==> src/rtl/spq_pkg.sv <==
package spq_pkg;

  localparam int CAPACITY_DEF = 16;
  localparam int ITEM_W = 32;
  localparam int PRIO_W = 32;
  localparam int COUNT_W = 5;

  localparam logic CMD_ENQ = 1'b0;
  localparam logic CMD_DEQ = 1'b1;

  localparam logic [1:0] ST_OK = 2'd0;
  localparam logic [1:0] ST_UNDERFLOW = 2'd1;
  localparam logic [1:0] ST_FULL = 2'd2;

  typedef struct packed {
    logic signed [ITEM_W-1:0] item;
    logic signed [PRIO_W-1:0] prio;
  } entry_t;

  typedef struct packed {
    logic   enq;
    logic   deq;
    entry_t ent;
  } ctl_t;

endpackage

==> src/rtl/spq_cell.sv <==
module spq_cell #(
  parameter int IDX   = 0,
  parameter int CNT_W = spq_pkg::COUNT_W
) (
  input  logic               clk,
  input  spq_pkg::ctl_t      ctl_i,
  input  logic [CNT_W-1:0]   count_i,
  input  logic               left_gt_i,
  input  spq_pkg::entry_t    left_i,
  input  spq_pkg::entry_t    right_i,
  output logic               gt_o,
  output spq_pkg::entry_t    ent_o
);

  spq_pkg::entry_t ent_r;
  spq_pkg::entry_t ent_nxt;
  logic            occ;

  assign occ  = count_i > CNT_W'(IDX);
  assign gt_o = occ && (ent_r.prio > ctl_i.ent.prio);
  assign ent_o = ent_r;

  // insert: keep if strictly greater, else take new entry at the boundary,
  // else shift right from the left neighbor; dequeue: take the right neighbor
  always_comb begin
    ent_nxt = ent_r;
    if (ctl_i.enq) begin
      if (!gt_o) begin
        if (left_gt_i) begin
          ent_nxt = ctl_i.ent;
        end else begin
          ent_nxt = left_i;
        end
      end
    end else if (ctl_i.deq) begin
      ent_nxt = right_i;
    end
  end

  always_ff @(posedge clk) begin
    ent_r <= ent_nxt;
  end

endmodule

==> src/rtl/sorted_priority_queue_top.sv <==
// A result beat appears on the output register in the cycle after its input beat.
// One command per cycle if not stalled; all cells of the row compare and shift in parallel.
// A new beat is taken while the held result is being taken, or when none is held.
// Reset (rst_n low, synchronous): queue empty, count zero, no result held, input not ready.
// Slot contents are not cleared; only occupied slots ever reach the output.
module sorted_priority_queue_top #(
  parameter int CAPACITY = spq_pkg::CAPACITY_DEF
) (
  input  logic        clk,
  input  logic        rst_n,
  input  logic        in_tvalid,
  output logic        in_tready,
  input  logic [63:0] in_tdata,   // [31:0] in_item, [63:32] in_priority
  input  logic        in_tuser,   // [0] cmd
  output logic        out_tvalid,
  input  logic        out_tready,
  output logic [71:0] out_tdata,  // [31:0] out_item, [63:32] out_priority, [65:64] status,
                                  // [66] queue_empty, [71:67] entry_count
  output logic        out_tuser   // [0] out_valid
);

  localparam int CNT_W = $clog2(CAPACITY + 1);

  logic                  acc;
  logic [CNT_W-1:0]      count_r;
  logic [CNT_W-1:0]      count_nxt;
  logic                  full;
  logic                  empty;
  spq_pkg::ctl_t         ctl;
  spq_pkg::entry_t       ents [CAPACITY];
  logic                  gts  [CAPACITY];

  logic                  ovld_r;
  logic                  dvld_r;
  logic                  dvld_nxt;
  spq_pkg::entry_t       dent_r;
  spq_pkg::entry_t       dent_nxt;
  logic [1:0]            st_r;
  logic [1:0]            st_nxt;
  logic [CNT_W+4:0]      count_ext;

  assign in_tready = rst_n && (!ovld_r || out_tready);
  assign acc       = in_tvalid && in_tready;
  assign full      = count_r == CNT_W'(CAPACITY);
  assign empty     = count_r == '0;

  assign ctl.enq      = acc && (in_tuser == spq_pkg::CMD_ENQ) && !full;
  assign ctl.deq      = acc && (in_tuser == spq_pkg::CMD_DEQ) && !empty;
  assign ctl.ent.item = in_tdata[31:0];
  assign ctl.ent.prio = in_tdata[63:32];

  genvar g;
  generate
    for (g = 0; g < CAPACITY; g++) begin : g_cell
      spq_pkg::entry_t left_ent;
      spq_pkg::entry_t right_ent;
      logic            left_gt;
      if (g == 0) begin : g_first
        assign left_ent = ctl.ent;
        assign left_gt  = 1'b1;
      end else begin : g_mid
        assign left_ent = ents[g-1];
        assign left_gt  = gts[g-1];
      end
      if (g == CAPACITY - 1) begin : g_last
        assign right_ent = ents[g];
      end else begin : g_inner
        assign right_ent = ents[g+1];
      end
      spq_cell #(
        .IDX   (g),
        .CNT_W (CNT_W)
      ) u_cell (
        .clk       (clk),
        .ctl_i     (ctl),
        .count_i   (count_r),
        .left_gt_i (left_gt),
        .left_i    (left_ent),
        .right_i   (right_ent),
        .gt_o      (gts[g]),
        .ent_o     (ents[g])
      );
    end
  endgenerate

  always_comb begin
    count_nxt = count_r;
    dvld_nxt  = 1'b0;
    dent_nxt  = '0;
    st_nxt    = spq_pkg::ST_OK;
    if (ctl.enq) begin
      count_nxt = count_r + CNT_W'(1);
    end else if (ctl.deq) begin
      count_nxt = count_r - CNT_W'(1);
      dvld_nxt  = 1'b1;
      dent_nxt  = ents[0];
    end else if (in_tuser == spq_pkg::CMD_ENQ) begin
      st_nxt = spq_pkg::ST_FULL;
    end else begin
      st_nxt = spq_pkg::ST_UNDERFLOW;
    end
  end

  always_ff @(posedge clk) begin
    if (!rst_n) begin
      count_r <= '0;
      ovld_r  <= 1'b0;
    end else begin
      if (acc) begin
        count_r <= count_nxt;
        ovld_r  <= 1'b1;
      end else if (out_tready) begin
        ovld_r <= 1'b0;
      end
    end
  end

  always_ff @(posedge clk) begin
    if (acc) begin
      dvld_r <= dvld_nxt;
      dent_r <= dent_nxt;
      st_r   <= st_nxt;
    end
  end

  assign count_ext  = (CNT_W + 5)'(count_r);
  assign out_tvalid = ovld_r;
  assign out_tuser  = dvld_r;
  assign out_tdata  = {count_ext[4:0], (count_r == '0), st_r, dent_r.prio, dent_r.item};

endmodule

==> config.mk <==
export PLATFORM = sky130hd
export DESIGN_NAME = sorted_priority_queue_top
export DESIGN_NICKNAME = d
export VERILOG_FILES = /design/src/rtl/spq_pkg.sv /design/src/rtl/spq_cell.sv /design/src/rtl/sorted_priority_queue_top.sv
export SDC_FILE = /design/constraint.sdc
export NUM_CORES = 2
export LEC_CHECK = 0
export BUFFER_PORTS_ARGS = -buffer_cell sky130_fd_sc_hd__buf_2
export CAP_MARGIN = 10
export CORE_AREA = 2 2 255 358
export CTS_BUF_LIST = sky130_fd_sc_hd__clkbuf_4 sky130_fd_sc_hd__clkbuf_8
export DETAILED_ROUTE_END_ITERATION = 10
export DIE_AREA = 0 0 257 360
export MAX_ROUTING_LAYER = met4
export PLACE_DENSITY = 0.88
export SLEW_MARGIN = 20
export SYNTH_ARGS = -nofsm -noshare
export SYNTH_HDL_FRONTEND = slang
export SYNTH_SLANG_ARGS = --single-unit
==> constraint.sdc <==
create_clock -name clk -period 9.65 [get_ports clk]
set_input_delay 1.93 -clock clk [delete_from_list [all_inputs] [get_ports clk]]
set_output_delay 1.93 -clock clk [all_outputs]
set_load 0.005 [all_outputs]
==> metrics.csv <==
metric,value,unit
path_class,input pin to register,
p_clk_share,35.7,%
dp_hpwl,138100,um
cp_slowest_cell,o31ai_1,
rsz0062_at_grt,false,
intPower,7.869,mW
timing.rr.start,count_r[0]$_SDFFE_PN0P_,
pin_count,144,
cts_buffers,168,
synth_top_flop_cell,edfxtp_1,
dp_cells,6799,
min_from,out_tvalid$_SDFFE_PN0P_,
synth-simple-area-share,11.14,%
grt_pass1_wl,330600,um
hold_path_end,out_tvalid$_SDFFE_PN0P_,
cp-start-kind,input pin,
synth_seq_area_share,52.30,%
rows,130,
tightest_slew,1.288,ns
max-vdd-ir-drop,0.1548,mV
finalSetupViolCount,0,
drtIter0Drc,9745,
synth_cell_type_count,53,
syn_area,62870,sq um
cts_setup_buffers,0,
post_dp_cell_area,64120,sq um
ys_warn_count,0,
crit_required,10.20,ns
wl_per_cell,31.85,um
synth_cells,5830,
p_leak,27.19,nW
fin_area,67410,sq um
core_area,89300,sq um
htree_levels,4,
max_cap_viol_count,0,
fin_crit_sh,62.75,%
die_y,360,um
status,completed,
synth-async-reset-ratio,0,%
antenna_found_initial,12,
fin_setup_tns,0,ns
comb_power_share,13.2,%
multiInputGateArea,25930,sq um
syn_nets,6416,
muxShareOfSynthArea,1.146,%
finalCriticalPeriod,6.056,ns
register_area,32880,sq um
avgSynthCellArea,10.78,sq um
post_cts_resized,0,
synth_compound_area_share,18.08,%
cp_max_fo,33,
crit_chain,buf_2 -> inv_1 -> ha_1 -> a21oi_1 -> o21ai_0 -> a211oi_1 -> o211ai_1 -> o31ai_1 -> a21o_4 -> nand2_4 -> buf_4,
fill_cells,5850,
holdCritPathClass,register to register,
max_freq,165.1,MHz
synth_fa_ha_area_share,10.29,%
die-area,92520,sq um
clock_tree.root_cell,clkbuf_8,
grt_pass1_vias,54471,
synthDominantCellAreaShare,52.11,%
drive_gt1_share,10.13,%
ant_nets,0,
slew_violations,0,
clkLatencyLatePin,0.94,ns
gp_congestion,1.067,
crit_buf_inv,3,
maxSlewHeadroom,14.17,%
r2r_slack,4.12,ns
whs_path_depth,2,
power.switching,3.235,mW
grt_max_degree,242,
dr_total_vias,54336,
pwr-share-seq,51.1,%
drt_first_pass_iters,9,
ys_top_cells_by_area,"edfxtp_1 (52%), ha_1 (10%), o221ai_1 (8.9%)",
nets,6368,
overflow,0,
critPathTopFamily,compound AO/OA/AOI/OAI gates,
finalNonFillerCells,7111,
portBuffers,143,
rr_endpoint,g_cell[14].u_cell.ent_o[45]$_DFFE_PP_,
start_util,70.40,%
power.density,164.7,nW/um^2
synth-xor-area-share,0.02786,%
synth_edf_count,1091,
end_kind,register,
hold_viol,0,
switching_share,29.13,%
ys_seq_elements,1097,
area_growth,7.224,%
grt_use_total,49.58,%
synth_top_family_by_area,compound AO/OA/AOI/OAI gates,
finalClockSkew,0.05333,ns
path_clk_slew,0.06,ns
vias_per_cell,7.641,
cts_sinks,1097,
cts_tree,done,
reg2reg_depth,10,
cts_hold_repair.buffers,0,
drc_errors,0,
die_w,257,um
cpPeakStageDelay,0.86,ns
clockBufferDepth,3,
synth_area_leader_cell,edfxtp_1,
routed_wl,226500,um
critical_path_arrival,6.60,ns
==> cells in the final DEF (no fill, tap or decap), types with 48 or more instances in the layout <==
cell      netlist  routed
nor3_1        272     272
a21o_1         61      48
nor2_1        235     235
nand3_1        59      59
buf_4           5      58
buf_2          84     143
o221ai_1      640     640
a221o_1       205     205
inv_1         698     697
nand2_1       807     784
ha_1          517     517
edfxtp_1     1091    1091
a221oi_1       64      64
nand4_1       118     118
a21oi_1       216     216
o21ai_0       120     120
clkbuf_8        0     172
mux2_2         64      64
==> worst min-delay path: cells and delay by family, from the launching register on <==
family          cells  cell delay, ns
flops               1            0.31
compound gates      1            0.08
simple gates        1            0.09
==> per-layer routing <==
layer | up-vias | wire (um) | track usage, %
li1 | 22276 | - | -
met1 | 25266 | 71950 | 55.71
met2 | 5278 | 101200 | 73.80
met3 | 1516 | 31120 | 13.84
met4 | 0 | 22220 | 40.73
met5 | - | 0 | -
==> how the worst max path moves through the flow <==
stage	from	end	slack, ns	depth (start not counted)
6_report	in_tdata[55]	g_cell[10].u_cell.ent_o[16]$_DFFE_PP_	3.59	11
5_1_grt	in_tdata[55]	g_cell[10].u_cell.ent_o[16]$_DFFE_PP_	3.56	11
4_1_cts	in_tdata[55]	g_cell[9].u_cell.ent_o[24]$_DFFE_PP_	4.02	9
3_5_place_dp	in_tdata[55]	g_cell[9].u_cell.ent_o[26]$_DFFE_PP_	3.05	9
3_3_place_gp	in_tdata[55]	g_cell[9].u_cell.ent_o[24]$_DFFE_PP_	3.06	9
2_1_floorplan	in_tdata[46]	g_cell[11].u_cell.ent_o[0]$_DFFE_PP_	3.46	11
==> flip-flops by register name (all words and copies together), names as in the netlist <==
| register | cells |
|---|---|
| g_cell.u_cell.ent_o | 1024 |
| out_tdata | 64 |
| count_r | 5 |
| st_r | 2 |
| out_tuser | 1 |
| out_tvalid | 1 |
==> kinds of logic (layout without fill, tap and decap cells) <==
| family | after synthesis | in the layout |
|---|---|---|
| other | 0 | 12 |
| flip-flops | 1097 | 1097 |
| buffers and inverters | 1121 | 1202 |
| AND/OR/NAND/NOR | 1598 | 1598 |
| adder cells (fa/ha/maj) | 517 | 517 |
| multiplexers | 64 | 64 |
| XOR/XNOR | 2 | 2 |
| AO/OA/AOI/OAI | 1431 | 1431 |
==> cell usage after synthesis, types with 4 or more instances <==
| cell | instances |
|---|---|
| nor3b_1 | 5 |
| nor2b_1 | 23 |
| nand3_1 | 59 |
| a2111oi_0 | 9 |
| buf_1 | 21 |
| and2_1 | 6 |
| inv_1 | 698 |
| clkbuf_1 | 303 |
| nand2_1 | 807 |
| a211oi_1 | 7 |
| o21ai_0 | 120 |
| ha_1 | 517 |
| o221ai_1 | 640 |
| or4_1 | 7 |
| a21o_1 | 61 |
| a211o_1 | 19 |
| mux2_2 | 64 |
| or3_1 | 14 |
| buf_2 | 84 |
| a221o_1 | 205 |
| dfxtp_1 | 6 |
| o21a_1 | 10 |
| o22ai_1 | 4 |
| a21oi_1 | 216 |
| buf_6 | 10 |
| nor4_1 | 28 |
| a21boi_0 | 5 |
| nor2_1 | 235 |
| a221oi_1 | 64 |
| o31a_1 | 17 |
| buf_4 | 5 |
| and4_1 | 5 |
| or2_2 | 11 |
| nor3_1 | 272 |
| nand4_1 | 118 |
| o211ai_1 | 23 |
| nand2b_1 | 4 |
| o31ai_1 | 12 |
| edfxtp_1 | 1091 |
| a21bo_2 | 5 |
==> stage by stage <==
stage / hold slack, ns / setup slack [ns] / util [%] / total power [mW]
after floorplan: 0.5036 / 3.456 / - / 6.600
after global placement: 0.5081 / 3.061 / 71.81 / 7.088
after detailed placement: 0.5190 / 3.053 / 71.81 / 7.144
after CTS: 0.5352 / 4.024 / 75.43 / 10.97
after global routing: 0.5612 / 3.564 / 75.49 / 11.31
final: 0.5354 / 3.594 / 75.49 / 11.10
==> power groups by stage <==
| stage | combinational [mW] | sequential [mW] | clock, mW |
|---|---|---|---|
| final | 1.47 | 5.68 | 3.96 |
| after global routing | 1.54 | 5.69 | 4.08 |
| after CTS | 1.39 | 5.67 | 3.91 |
| after detailed placement | 1.38 | 5.76 | 0 |
| after global placement | 1.33 | 5.76 | 0 |
| after floorplan | 0.888 | 5.71 | 0 |
==> final cells by class <==
type	count	share of cell area (%)
Antenna cell	12	0.04455
Clock buffer	213	3.968
Clock inverter	86	0.8222
Inverter	698	3.890
Multi-Input combinational cell	3612	38.47
Sequential cell	1097	48.78
Tap cell	1188	2.205
Timing Repair Buffer	205	1.826
Note: power is estimated with default switching activity, not from simulation.
